$ cat config.mk
export PLATFORM = sky130hd
export DESIGN_NAME = pixel_min_max_sum_stats
export DESIGN_NICKNAME = d
export VERILOG_FILES = /design/src/hw/rtl/pmms_pkg.sv /design/src/hw/rtl/pmms_div.sv /design/src/hw/rtl/pmms_dp.sv /design/src/hw/rtl/pmms_ctrl.sv /design/src/hw/rtl/pixel_min_max_sum_stats.sv
export VERILOG_INCLUDE_DIRS = /design/src /design/src/hw/rtl
export SDC_FILE = /design/constraint.sdc
export NUM_CORES = 1
export LEC_CHECK = 0
export BUFFER_PORTS_ARGS = -buffer_cell sky130_fd_sc_hd__buf_2
export CAP_MARGIN = 20
export CORE_MARGIN = 1
export CORE_UTILIZATION = 40
export CTS_CLUSTER_SIZE = 30
export DETAILED_ROUTE_END_ITERATION = 6
export GPL_TIMING_DRIVEN = 0
export HOLD_SLACK_MARGIN = 0.1
export SYNTH_ARGS = -nofsm -noshare
export SYNTH_HDL_FRONTEND = slang
export SYNTH_HIERARCHICAL = 1
export SYNTH_SLANG_ARGS = --single-unit
$ cat constraint.sdc
create_clock -name clk_i -period 4.4 [get_ports clk_i]
set_input_delay 0.22 -clock clk_i [delete_from_list [all_inputs] [get_ports clk_i]]
set_output_delay 0.22 -clock clk_i [all_outputs]
set_load 0.02 [all_outputs]
$ cat src/hw/rtl/assert_macros.svh
// Assertion macros shared by the RTL
`ifndef ASSERT_MACROS_SVH
`define ASSERT_MACROS_SVH

// Property checked at every rising clk_i edge outside reset
`define ASSERT_PROP(lbl, prop, msg) \
  lbl: assert property (@(posedge clk_i) disable iff (!rst_ni) (prop)) else $error(msg);

// Condition that must never be seen outside reset
`define ASSERT_NEVER(lbl, cond, msg) \
  lbl: assert property (@(posedge clk_i) disable iff (!rst_ni) !(cond)) else $error(msg);

`endif

$ cat src/hw/rtl/pmms_pkg.sv
// Types and constants of the pixel statistics block
package pmms_pkg;

  localparam int PIX_W    = 16;
  localparam int COORD_W  = 12;
  localparam int SUM_W    = 41;
  localparam int CNT_W    = 25;
  localparam int MEAN_W   = 17;
  localparam int MIN_W    = 18;
  localparam int MAX_W    = 17;
  localparam int IN_W     = 40;
  localparam int OUT_W    = 168;
  localparam int DIV_CW   = $clog2(SUM_W + 1);

  localparam logic signed [MIN_W-1:0] MIN_EMPTY = 18'sd65536;
  localparam logic signed [MIN_W-1:0] MAX_EMPTY = -18'sd32769;

  typedef enum logic [1:0] {
    ST_ACC,
    ST_START,
    ST_DIV,
    ST_DONE
  } state_e;

  typedef struct packed {
    logic take;       // input request accepted this cycle
    logic div_start;
    logic load_out;   // move result to output register, clear frame
  } cmd_t;

  typedef struct packed {
    logic div_busy;
  } sts_t;

endpackage

$ cat src/hw/rtl/pmms_div.sv
// Restoring divider, one quotient bit per cycle, signed dividend
module pmms_div (
  input  logic                                clk_i,
  input  logic                                rst_ni,
  input  logic                                start_i,
  input  logic signed [pmms_pkg::SUM_W-1:0]   dividend_i,
  input  logic        [pmms_pkg::CNT_W-1:0]   divisor_i,
  output logic                                busy_o,
  output logic signed [pmms_pkg::MEAN_W-1:0]  quot_o
);
  import pmms_pkg::*;

  logic              busy_q, busy_d;
  logic [DIV_CW-1:0] cnt_q, cnt_d;
  logic [SUM_W-1:0]  quo_q, quo_d;
  logic [CNT_W-1:0]  rem_q, rem_d;
  logic [CNT_W-1:0]  dvs_q, dvs_d;
  logic              neg_q, neg_d;
  logic              zero_q, zero_d;
  logic [CNT_W:0]    rem_sh;
  logic [CNT_W+1:0]  diff;
  logic [SUM_W-1:0]  mag_in;
  logic [SUM_W-1:0]  quo_signed;

  assign mag_in = dividend_i[SUM_W-1] ? SUM_W'(-dividend_i) : SUM_W'(dividend_i);
  assign rem_sh = {rem_q, quo_q[SUM_W-1]};
  assign diff   = {1'b0, rem_sh} - {2'b00, dvs_q};

  always_comb begin
    busy_d = busy_q;
    cnt_d  = cnt_q;
    quo_d  = quo_q;
    rem_d  = rem_q;
    dvs_d  = dvs_q;
    neg_d  = neg_q;
    zero_d = zero_q;
    if (start_i) begin
      busy_d = 1'b1;
      cnt_d  = DIV_CW'(SUM_W);
      quo_d  = mag_in;
      rem_d  = '0;
      dvs_d  = divisor_i;
      neg_d  = dividend_i[SUM_W-1];
      zero_d = (divisor_i == '0);
    end else if (busy_q) begin
      if (!diff[CNT_W+1]) begin
        rem_d = diff[CNT_W-1:0];
        quo_d = {quo_q[SUM_W-2:0], 1'b1};
      end else begin
        rem_d = rem_sh[CNT_W-1:0];
        quo_d = {quo_q[SUM_W-2:0], 1'b0};
      end
      cnt_d = cnt_q - 1'b1;
      if (cnt_q == DIV_CW'(1)) begin
        busy_d = 1'b0;
      end
    end
  end

  always_ff @(posedge clk_i or negedge rst_ni) begin
    if (!rst_ni) begin
      busy_q <= 1'b0;
      cnt_q  <= '0;
    end else begin
      busy_q <= busy_d;
      cnt_q  <= cnt_d;
    end
  end

  always_ff @(posedge clk_i) begin
    quo_q  <= quo_d;
    rem_q  <= rem_d;
    dvs_q  <= dvs_d;
    neg_q  <= neg_d;
    zero_q <= zero_d;
  end

  // truncation toward zero falls out of dividing magnitudes
  assign quo_signed = neg_q ? (~quo_q + 1'b1) : quo_q;
  assign quot_o     = zero_q ? '0 : $signed(quo_signed[MEAN_W-1:0]);
  assign busy_o     = busy_q;

endmodule

$ cat src/hw/rtl/pmms_dp.sv
// Datapath: accumulators, min/max tracking, divider and result register
module pmms_dp #(
  parameter int MAX_PIXELS = 16777216,
  parameter int COORD_BITS = 12,
  parameter int PIXEL_BITS = 16
) (
  input  logic                          clk_i,
  input  logic                          rst_ni,
  input  pmms_pkg::cmd_t                cmd_i,
  output pmms_pkg::sts_t                sts_o,
  input  logic                          cfg_we_i,
  input  logic                          cfg_wdata_i,
  input  logic [pmms_pkg::IN_W-1:0]     in_data_i,
  input  logic                          in_none_i,
  output logic [pmms_pkg::OUT_W-1:0]    out_data_o
);
  import pmms_pkg::*;

  localparam int CB       = (COORD_BITS < COORD_W) ? COORD_BITS : COORD_W;
  localparam int CMASK    = (1 << CB) - 1;
  localparam int PMASK    = (1 << PIXEL_BITS) - 1;
  localparam int PIX_SPAN = 1 << PIXEL_BITS;

  logic                     mode_q;
  logic signed [SUM_W-1:0]  sum_q, sum_d;
  logic [CNT_W-1:0]         cnt_q, cnt_d;
  logic signed [MIN_W-1:0]  min_q, min_d, max_q, max_d;
  logic [COORD_W-1:0]       min_col_q, min_col_d, min_row_q, min_row_d;
  logic [COORD_W-1:0]       max_col_q, max_col_d, max_row_q, max_row_d;
  logic                     ovf_q, ovf_d;
  logic [OUT_W-1:0]         out_q;

  logic [PIX_W-1:0]         pix_raw;
  logic                     pix_neg;
  logic signed [MIN_W-1:0]  pix_val;
  logic [COORD_W-1:0]       col, row;
  logic                     has_pix, room;
  logic signed [MEAN_W-1:0] mean;

  assign pix_raw = in_data_i[PIX_W-1:0] & PIX_W'(PMASK);
  assign pix_neg = mode_q & pix_raw[PIXEL_BITS-1];
  assign pix_val = $signed(MIN_W'(pix_raw)) - (pix_neg ? MIN_W'(PIX_SPAN) : '0);
  assign col     = in_data_i[PIX_W +: COORD_W] & COORD_W'(CMASK);
  assign row     = in_data_i[PIX_W+COORD_W +: COORD_W] & COORD_W'(CMASK);
  assign has_pix = cmd_i.take & !in_none_i;
  assign room    = cnt_q < CNT_W'(MAX_PIXELS);

  always_comb begin
    sum_d     = sum_q;
    cnt_d     = cnt_q;
    min_d     = min_q;
    min_col_d = min_col_q;
    min_row_d = min_row_q;
    max_d     = max_q;
    max_col_d = max_col_q;
    max_row_d = max_row_q;
    ovf_d     = ovf_q;
    if (cmd_i.load_out) begin
      sum_d     = '0;
      cnt_d     = '0;
      min_d     = MIN_EMPTY;
      min_col_d = '0;
      min_row_d = '0;
      max_d     = MAX_EMPTY;
      max_col_d = '0;
      max_row_d = '0;
      ovf_d     = 1'b0;
    end else if (has_pix) begin
      if (!room) begin
        ovf_d = 1'b1;
      end else begin
        sum_d = sum_q + SUM_W'(pix_val);
        cnt_d = cnt_q + 1'b1;
        // strict compares keep the first location on ties
        if (pix_val < min_q) begin
          min_d     = pix_val;
          min_col_d = col;
          min_row_d = row;
        end
        if (pix_val > max_q) begin
          max_d     = pix_val;
          max_col_d = col;
          max_row_d = row;
        end
      end
    end
  end

  always_ff @(posedge clk_i or negedge rst_ni) begin
    if (!rst_ni) begin
      mode_q    <= 1'b0;
      sum_q     <= '0;
      cnt_q     <= '0;
      min_q     <= MIN_EMPTY;
      min_col_q <= '0;
      min_row_q <= '0;
      max_q     <= MAX_EMPTY;
      max_col_q <= '0;
      max_row_q <= '0;
      ovf_q     <= 1'b0;
    end else begin
      if (cfg_we_i) begin
        mode_q <= cfg_wdata_i;
      end
      sum_q     <= sum_d;
      cnt_q     <= cnt_d;
      min_q     <= min_d;
      min_col_q <= min_col_d;
      min_row_q <= min_row_d;
      max_q     <= max_d;
      max_col_q <= max_col_d;
      max_row_q <= max_row_d;
      ovf_q     <= ovf_d;
    end
  end

  pmms_div u_div (
    .clk_i      (clk_i),
    .rst_ni     (rst_ni),
    .start_i    (cmd_i.div_start),
    .dividend_i (sum_q),
    .divisor_i  (cnt_q),
    .busy_o     (sts_o.div_busy),
    .quot_o     (mean)
  );

  always_ff @(posedge clk_i) begin
    if (cmd_i.load_out) begin
      out_q <= {1'b0, ovf_q, cnt_q, max_row_q, max_col_q, max_q[MAX_W-1:0],
                min_row_q, min_col_q, min_q, mean, sum_q};
    end
  end

  assign out_data_o = out_q;

endmodule

$ cat src/hw/rtl/pmms_ctrl.sv
// Controller: stream handshakes and sequencing of the end-of-frame divide
module pmms_ctrl (
  input  logic            clk_i,
  input  logic            rst_ni,
  input  logic            in_valid_i,
  input  logic            in_last_i,
  output logic            in_ready_o,
  output logic            out_valid_o,
  input  logic            out_ready_i,
  output pmms_pkg::cmd_t  cmd_o,
  input  pmms_pkg::sts_t  sts_i
);
  import pmms_pkg::*;

  state_e state_q, state_d;
  logic   ovalid_q, ovalid_d;
  logic   out_free;

  assign out_free = !ovalid_q || out_ready_i;

  always_comb begin
    state_d = state_q;
    case (state_q)
      ST_ACC: begin
        if (in_valid_i && in_last_i) begin
          state_d = ST_START;
        end
      end
      ST_START: state_d = ST_DIV;
      ST_DIV: begin
        if (!sts_i.div_busy) begin
          state_d = ST_DONE;
        end
      end
      ST_DONE: begin
        if (out_free) begin
          state_d = ST_ACC;
        end
      end
      default: state_d = ST_ACC;
    endcase
  end

  always_comb begin
    in_ready_o      = 1'b0;
    cmd_o.take      = 1'b0;
    cmd_o.div_start = 1'b0;
    cmd_o.load_out  = 1'b0;
    case (state_q)
      ST_ACC: begin
        in_ready_o = 1'b1;
        cmd_o.take = in_valid_i;
      end
      ST_START: cmd_o.div_start = 1'b1;
      ST_DIV:   ;
      ST_DONE:  cmd_o.load_out = out_free;
      default:  ;
    endcase
  end

  always_comb begin
    ovalid_d = ovalid_q;
    if (cmd_o.load_out) begin
      ovalid_d = 1'b1;
    end else if (out_ready_i) begin
      ovalid_d = 1'b0;
    end
  end

  always_ff @(posedge clk_i or negedge rst_ni) begin
    if (!rst_ni) begin
      state_q  <= ST_ACC;
      ovalid_q <= 1'b0;
    end else begin
      state_q  <= state_d;
      ovalid_q <= ovalid_d;
    end
  end

  assign out_valid_o = ovalid_q;

endmodule

$ cat src/hw/rtl/pixel_min_max_sum_stats.sv
// Top level of the frame pixel statistics block
//
//  channel  dir  handshake              payload
//  s_axis   in   tvalid/tready          tdata: pixel, col, row; tlast: last; tuser: no_pixel
//  m_axis   out  tvalid/tready          tdata: total .. overflow
//  cfg      in   cfg_we_i               cfg_wdata_i: signed_mode
//
// Pixels are taken one per cycle while no frame end is being handled. The request
// marked last ends the frame: the divider for the mean runs and its result is loaded
// into the output register before the next request is taken. A result waiting
// in the output register does not stop pixels; only the next frame end waits for
// it to drain. Reset clears the frame state and the mode to unsigned.
`include "assert_macros.svh"

module pixel_min_max_sum_stats #(
  parameter int MAX_PIXELS = 16777216,
  parameter int COORD_BITS = 12,
  parameter int PIXEL_BITS = 16
) (
  input  logic                          clk_i,
  input  logic                          rst_ni,
  input  logic                          s_axis_tvalid,
  output logic                          s_axis_tready,
  // pixel[15:0], col[27:16], row[39:28]
  input  logic [pmms_pkg::IN_W-1:0]     s_axis_tdata,
  input  logic                          s_axis_tlast,
  // no_pixel
  input  logic                          s_axis_tuser,
  output logic                          m_axis_tvalid,
  input  logic                          m_axis_tready,
  // total[40:0], mean[57:41], min_value[75:58], min_col[87:76],
  // min_row[99:88], max_value[116:100], max_col[128:117],
  // max_row[140:129], pixel_count[165:141], overflow[166], zero[167]
  output logic [pmms_pkg::OUT_W-1:0]    m_axis_tdata,
  input  logic                          cfg_we_i,
  input  logic                          cfg_wdata_i
);
  import pmms_pkg::*;

  cmd_t cmd;
  sts_t sts;

  pmms_ctrl u_ctrl (
    .clk_i       (clk_i),
    .rst_ni      (rst_ni),
    .in_valid_i  (s_axis_tvalid),
    .in_last_i   (s_axis_tlast),
    .in_ready_o  (s_axis_tready),
    .out_valid_o (m_axis_tvalid),
    .out_ready_i (m_axis_tready),
    .cmd_o       (cmd),
    .sts_i       (sts)
  );

  pmms_dp #(
    .MAX_PIXELS (MAX_PIXELS),
    .COORD_BITS (COORD_BITS),
    .PIXEL_BITS (PIXEL_BITS)
  ) u_dp (
    .clk_i       (clk_i),
    .rst_ni      (rst_ni),
    .cmd_i       (cmd),
    .sts_o       (sts),
    .cfg_we_i    (cfg_we_i),
    .cfg_wdata_i (cfg_wdata_i),
    .in_data_i   (s_axis_tdata),
    .in_none_i   (s_axis_tuser),
    .out_data_o  (m_axis_tdata)
  );

  `ASSERT_NEVER(a_busy_ready, sts.div_busy && s_axis_tready, "request taken during divide")
  `ASSERT_PROP(a_load_free, cmd.load_out |-> (!m_axis_tvalid || m_axis_tready), "result overwritten")
  `ASSERT_PROP(a_last_stall, (s_axis_tvalid && s_axis_tready && s_axis_tlast) |=> !s_axis_tready, "no stall after frame end")

endmodule

# == Word level (Yosys, flattened, before mapping) ==
# Index checks and enable logic that the tools add are counted.
# classes
n_addsub,7
n_eq_ne,8
muxes,55
n_lt_le_gt_ge,3
n_reduce_logical,17
bitwise,3
# ops
operator,count
41-bit 2-to-1 mux,6
12-bit 2-to-1 mux,16
18-bit 2-to-1 mux,8
25-bit 2-to-1 mux,4
41-bit by 18-bit adder with 41-bit output,1
41-bit negation,1
17-bit 2-to-1 mux,2
26-bit by 25-bit subtractor with 27-bit output,1
"25-bit by 1-bit adder with 25-bit output, second input constant",1
25-bit zero test,1
"25-bit less-than comparator, second input constant",1
18-bit > comparator,1
18-bit less-than comparator,1
16-bit by 17-bit subtractor with 18-bit output,1
"17-bit by 1-bit adder with 17-bit output, second input constant",1
17-bit NOT,1
1-bit 2-to-1 mux,13
6-bit 2-to-1 mux,2
2-bit nonzero test,6
3-bit AND reduction,3
2-bit one-hot mux with 4 select lines,1
"6-bit by 1-bit equality test with 1-bit output, second input constant",1
2-bit 2-to-1 mux,3
"6-bit by 1-bit subtractor with 6-bit output, second input constant",1
10 further kinds,16
# totals
regBits,422
wordCells,114
inputBits,48
out_inout_bits,170

# == Depth between registers and ports, before layout ==
# depth
ltp_word,8
mapped_depth,14
mapped_depth_nobuf,12

# == Modules after synthesis ==
# Netlist, hierarchy kept.
# modules_own_cells
module,area_per_inst_um2,instances,seq_area_each_um2,cells_each
pmms_dp,14740.4,1,8814.7,1269
pmms_div,6522.5,1,2717.6,718
pmms_ctrl,214.0,1,75.1,19

# == Worst setup path before layout ==
# No wires, ideal clock.
# synth_path
path_type,flip-flop to flip-flop
start,"reg u_ctrl.ovalid_q, in the netlist u_ctrl/out_valid_o"
end,reg u_dp.cnt_q[19]
t_required_ps,4322
period_less_slack_ps,3628
slack_ps,772
setup_time_ps,78
arrival_ps,3550
stages_incl_launch_ff,10
cell_sequence,dfrtp_1 > nand2b_1 > and2_1 > buf_4 > nor2_1 > or4_1 > nor2_2 > nand2_1 > or3_1 > a21oi_1
# synth_lines
element,line,text
"start, declared",pmms_ctrl.sv:16,"logic ovalid_q, ovalid_d;"
"start signal, assigned",pmms_ctrl.sv:76,ovalid_q <= ovalid_d;
"end signal, assigned",pmms_dp.sv:106,cnt_q <= cnt_d;
"end, declared",pmms_dp.sv:26,"logic [CNT_W-1:0] cnt_q, cnt_d;"

# == Worst setup path after layout ==
# layout_path
start,reg u_dp.mode_q
end,reg u_dp.min_row_q[2]
# layout_between
elab_chain_len,6
# layout_rtl
element,line,text
"start, declared",pmms_dp.sv:24,logic mode_q;
"start signal, assigned",pmms_dp.sv:103,mode_q <= cfg_wdata_i;
1-bit AND,pmms_dp.sv:41,assign pix_neg = mode_q & pix_raw[PIXEL_BITS-1];
17-bit 2-to-1 mux,pmms_dp.sv:42,assign pix_val = $signed(MIN_W'(pix_raw)) - (pix_neg ? MIN_W'(PIX_SPAN) : '0);
16-bit by 17-bit subtractor with 18-bit output,pmms_dp.sv:42,
18-bit less-than comparator,pmms_dp.sv:75,if (pix_val < min_q) begin
2-bit nonzero test (no line),n/a,
3-bit AND reduction (no line),n/a,
"end signal, assigned",pmms_dp.sv:109,min_row_q <= min_row_d;
"end, declared",pmms_dp.sv:28,"logic [COORD_W-1:0] min_col_q, min_col_d, min_row_q, min_row_d;"
# No other way between the ends.
# A chain may end at the register's enable or synchronous reset.

==> impl.org <==
** Outcome
- Run status :: complete, no violations

** Timing
- The max-slew violation total from the final report came to 0.
- For this run, the top clock speed supported by timing is 252.2 MHz.
- Setup total negative slack on the finished layout was measured at 0 ps.
- Final period demand of the worst path :: 3965 ps
- Unrepaired setup endpoints after global routing :: false
- Count of endpoints failing hold in the final timing report :: 0
- Worst slew pin tran :: 1152 ps
- # setup viols final :: 0
- Final clock skew :: 25.35 ps
- The worst pin sits at a relative slew slack of 0.2318.
- Fin crit share :: 0.9011

** Power and ir drop
- The analysis attributes to cell leakage a power of 10.67 nW.
- VDD sags by at most 0.0003166 V.
- The internal power of the cells totals 11.44 mW.
- Of the total power, registers draw 0.369.
- Of the total power, the clock network draws 0.226.
- Of the total power, the share spent switching nets is 0.4045.
- In this run the power spent charging and discharging nets is 7.768 mW.
- Power spread over the standard cell area amounts to 747.9 nW/um^2.
- Combinational Power Share :: 0.404

** Detailed routing
- Dividing the detail-routed wire length by the instance count gives 20.47 um.
- The final route contains 16.63k vias.
- For this block, the initial DRC count from the detailed router was 1,169.
- The first detailed-routing pass took 7 iterations.
- The count of nets left with antenna violations once routing finished came out at 0.
- In the routed layout, each cell is associated on average with a via count of 5.461.
- Final wirelength :: 62.32 mm
- After detailed routing, the number of remaining DRC violations is 0.

** Final layout
- From synthesis to final layout, the design area changed by 19.56%.
- Diodes inserted :: 0
- Finished Cell Area :: 25,680 sq um
- Share of the core filled with cells :: 0.4867
- After filler insertion, the fill cell instance count of the layout stands at 4,909.
- Layout Nets :: 2,454
- Share of cells above drive strength 1 :: 0.1676
- The finished layout holds 3,045 standard cells, fillers aside.

** Worst setup path
- Crit path max fanout :: 10
- Grouping stages by cell kind, the critical path spends the most delay in buffers and inverters.
- Endpoint kind of the worst setup timing path :: register
- At the worst endpoint, the arrival time is 4460 ps.
- Data on the critical path is required at its endpoint by 4890 ps.
- Among all stages on the critical path, the largest delay is contributed by sky130_fd_sc_hd__dfrtp_1.
- For this run, the slowest stage of the critical path takes 490 ps.
- Launching element type of the critical path :: register
- Traced cell by cell, the critical path runs through nand2_4, buf_6, clkbuf_1, clkbuf_2, inv_1, ha_1, nand3_1, nor2_1, a2111oi_0, o21ai_1, a21oi_2, buf_4, mux2i_1.
- Number of buffer and inverter instances along the worst setup path :: 5
- Start-to-end type of the worst setup path :: reg2reg

** Synthesis
- After synthesis, the share of flip-flops with an asynchronous set or reset is 0.3824.
- Post-synthesis instance area :: 21,480 sq um
- Counting every net in the synthesized netlist gives 2,141.
- Instance count of the mapped netlist :: 2,006
- Largest cells by area after synthesis :: sky130_fd_sc_hd__edfxtp_1 33%, sky130_fd_sc_hd__dfrtp_1 17%, sky130_fd_sc_hd__ha_1 5.0%
- Number of enable-type register cells in the synthesized netlist :: 235
- The largest total area in the synthesized netlist belongs to sky130_fd_sc_hd__edfxtp_1.
- Synth Register Bits :: 421
- For this run, the number of Yosys warnings is 6.
- Averaged over all synthesized cells, the footprint is 10.71 sq um.
- The share of the Yosys chip area taken by registers is 0.5405.
- Of the post-synthesis cell area, the dominant cell type holds 0.3286.
- Primary flip-flop cell chosen by synthesis mapping :: sky130_fd_sc_hd__edfxtp_1
- Count of unique library cells instantiated by Yosys :: 96

** Clock network
- Clock tree sinks :: 421
- The clock passes through at most 3 buffers.
- Buffers inserted during clock tree synthesis total 46.
- After clock tree synthesis, the clock-pin slew on the worst setup and hold paths is 60 ps.
- Clk Tree Root Cell :: sky130_fd_sc_hd__clkbuf_16
- The clock reaches the later pin of the worst-skew pair after 600 ps.
- TritonCTS built the clock tree.
- The H-tree generated during clock tree synthesis spans 2 levels.

** Worst hold path
- The tightest min-delay check is of the in2reg type.

** Floorplan
- 218 I/O pins were placed.
- The floorplan step defined a die boundary enclosing 54,620 sq um.
- The region available for standard cell placement spans 52,760 sq um.
- Starting Density :: 0.4071
- In this run the core area contains 84 standard-cell rows.
- Die span in y :: 233.7 um
- Measured along the x axis, the die boundary spans 233.7 um.

** GRT
- The first global-routing pass estimated 95.74 mm of wire.
- In the global route stage, overall resource usage came out at 0.2293.
- Maximum number of pins on one net before global-route repair :: 102
- Summed over all layers, the global routing overflow is 0.
- Via count of the first global-routing pass :: 16.69k
- Initial antenna violation count :: 0

** Run
- The tool flagged a number of max-cap violations equal to 0.

** Placed design
- During placement, the flow inserted port buffers numbering 216.
- After detailed placement, the total cell area comes to 23,490 sq um.
- The congestion estimate from routability-driven global placement came to 0.8983.
- Count of placed standard cells including taps :: 2,912
- HPWL Detailed :: 45.24 mm
sequential cells by signal, summed over array words and instances (netlist names), 2 cells and up:
register	cells
u_dp/cnt_q	25
u_dp/out_data_o	167
u_dp/max_q	17
u_dp/min_col_q	12
u_dp/u_div/dvs_q	25
u_dp/min_q	18
u_ctrl/state_q	2
u_dp/u_div/rem_q	25
u_dp/u_div/quo_q	41
u_dp/sum_q	41
u_dp/min_row_q	12
u_dp/max_col_q	12
u_dp/u_div/cnt_q	6
u_dp/max_row_q	12
repair_timing:
action / CTS / global route
resized for setup: 0 / 1
hold buffers: 47 / 0
setup endpoints to repair: 0 / 31
hold endpoints to repair: 176 / 0
setup buffers: 0 / 0
per-layer routing:
layer  GRT usage  wire length, um  part of all wire
met5           0                0                 0
met1      0.3095            28010              0.45
met3     0.05481             4316             0.069
met2      0.3637            28340              0.45
met4     0.07021             1663             0.027
through the flow:
stage / hold WS, ps / worst slack [ps] / total power, mW
6_report: 249.8 / 435.3 / 19.21
5_1_grt: 212.4 / 222.4 / 20.38
4_1_cts: 181.9 / 127.4 / 19.27
3_5_place_dp: 291.0 / 209.7 / 14.81
3_3_place_gp: 430.6 / -513.3 / 14.66
2_1_floorplan: -75.59 / 771.5 / 12.29
worst reg2reg max path: cells and delay by family, from the launching register on:
family / cells / cell delay (ps)
and+or+nand+nor: 3 / 410
muxes: 1 / 230
adders and majority gates: 1 / 310
AOI/OAI and AO/OA: 3 / 930
DFF: 1 / 490
buffers and inverters: 5 / 1530
path summary, 6_finish.rpt:
path                                                     from                              to  slack, ps  cells after the start
worst max register to register        u_dp/mode_q$_DFFE_PN0P_   u_dp/min_row_q[2]$_DFFE_PN0P_        440                     13
worst min-delay path                            s_axis_tvalid          u_dp/ovf_q$_DFFE_PN0P_        250                      4
min in group asynchronous                              rst_ni  u_ctrl/out_valid_o$_DFFE_PN0P_        260                      2
worst max-delay path                  u_dp/mode_q$_DFFE_PN0P_   u_dp/min_row_q[2]$_DFFE_PN0P_        440                     13
worst min register to register  u_dp/min_col_q[8]$_DFFE_PN0P_   u_dp/out_data_o[84]$_DFFE_PP_        450                      0
max in group asynchronous                              rst_ni      u_dp/min_q[16]$_DFFE_PN1P_       3150                      3
power by group through the flow:
stage | Combinational (mW) | Clock (mW) | Sequential, mW
2_1_floorplan | 4.95 | 0 | 7.34
3_3_place_gp | 7.53 | 0 | 7.13
3_5_place_dp | 7.67 | 0 | 7.14
4_1_cts | 7.75 | 4.43 | 7.09
5_1_grt | 8.56 | 4.56 | 7.26
6_report | 7.77 | 4.34 | 7.10
cells in the mapped netlist, types with 18 or more instances:
| library cell | count |
|---|---|
| sky130_fd_sc_hd__nor3_1 | 26 |
| sky130_fd_sc_hd__nand4_1 | 35 |
| sky130_fd_sc_hd__a21o_1 | 27 |
| sky130_fd_sc_hd__ha_1 | 85 |
| sky130_fd_sc_hd__nor2_1 | 215 |
| sky130_fd_sc_hd__nand3_1 | 39 |
| sky130_fd_sc_hd__xor2_1 | 80 |
| sky130_fd_sc_hd__a21oi_1 | 141 |
| sky130_fd_sc_hd__dfrtp_1 | 144 |
| sky130_fd_sc_hd__dfxtp_1 | 25 |
| sky130_fd_sc_hd__o211ai_1 | 19 |
| sky130_fd_sc_hd__edfxtp_1 | 235 |
| sky130_fd_sc_hd__nand2_1 | 220 |
| sky130_fd_sc_hd__mux2i_1 | 82 |
| sky130_fd_sc_hd__o21ai_0 | 71 |
| sky130_fd_sc_hd__a211oi_1 | 28 |
| sky130_fd_sc_hd__inv_1 | 91 |
| sky130_fd_sc_hd__nor4_1 | 22 |
| sky130_fd_sc_hd__xnor2_1 | 40 |
| sky130_fd_sc_hd__o31ai_1 | 18 |
| sky130_fd_sc_hd__clkbuf_1 | 58 |
cells by family (layout without fill, tap and decap cells):
logic type | after synthesis | after routing | share of synthesized area
flops | 421 | 421 | 0.5405
xor+xnor | 120 | 120 | 0.04894
buf+inv | 190 | 541 | 0.03717
mux | 91 | 91 | 0.04311
simple gates | 684 | 684 | 0.1529
compound gates | 411 | 411 | 0.1254
other cells | 1 | 1 | 0.0001746
fa+ha+maj | 88 | 88 | 0.05185
final cells by class:
cell class                 instances  area, sq um  area share
buffer                            97        455.4     0.01774
clock buffer                      59         1291     0.05029
multi-input combinational       1395         9074      0.3534
timing repair buffer             265         1617     0.06295
tap                              688        860.8     0.03352
clock inverter                    27        421.7     0.01642
inverter                          93        351.6     0.01369
sequential                       421        11610      0.4520
layout by cell type (no fill, tap or decap), types with 8 or more instances in the layout:
cell | synthesis | layout
sky130_fd_sc_hd__dfrtp_1 | 144 | 144
sky130_fd_sc_hd__dlygate4sd3_1 | 0 | 47
sky130_fd_sc_hd__nor4_1 | 22 | 22
sky130_fd_sc_hd__clkbuf_16 | 0 | 47
sky130_fd_sc_hd__and2_1 | 9 | 9
sky130_fd_sc_hd__xor2_1 | 80 | 80
sky130_fd_sc_hd__inv_1 | 91 | 90
sky130_fd_sc_hd__or4_1 | 9 | 9
sky130_fd_sc_hd__a211oi_1 | 28 | 28
sky130_fd_sc_hd__edfxtp_1 | 235 | 235
sky130_fd_sc_hd__nor2b_1 | 13 | 13
sky130_fd_sc_hd__dfxtp_1 | 25 | 25
sky130_fd_sc_hd__ha_1 | 85 | 84
sky130_fd_sc_hd__nand4_1 | 35 | 35
sky130_fd_sc_hd__buf_4 | 10 | 9
sky130_fd_sc_hd__a31oi_1 | 8 | 8
sky130_fd_sc_hd__bufinv_16 | 0 | 10
sky130_fd_sc_hd__a21oi_1 | 141 | 141
sky130_fd_sc_hd__o21ai_0 | 71 | 71
sky130_fd_sc_hd__buf_2 | 17 | 232
sky130_fd_sc_hd__nand2b_1 | 17 | 17
sky130_fd_sc_hd__clkbuf_1 | 58 | 63
sky130_fd_sc_hd__and3_1 | 15 | 15
sky130_fd_sc_hd__nor3_1 | 26 | 26
sky130_fd_sc_hd__or3_1 | 17 | 17
sky130_fd_sc_hd__mux2i_1 | 82 | 82
sky130_fd_sc_hd__nand2_1 | 220 | 220
sky130_fd_sc_hd__o211ai_1 | 19 | 19
sky130_fd_sc_hd__nor2_1 | 215 | 215
sky130_fd_sc_hd__o21ai_1 | 8 | 8
sky130_fd_sc_hd__o31ai_1 | 18 | 18
sky130_fd_sc_hd__dfstp_2 | 17 | 17
sky130_fd_sc_hd__xnor2_1 | 40 | 40
sky130_fd_sc_hd__nand3_1 | 39 | 39
sky130_fd_sc_hd__a21o_1 | 27 | 27
(Power assumes the default switching activity.)
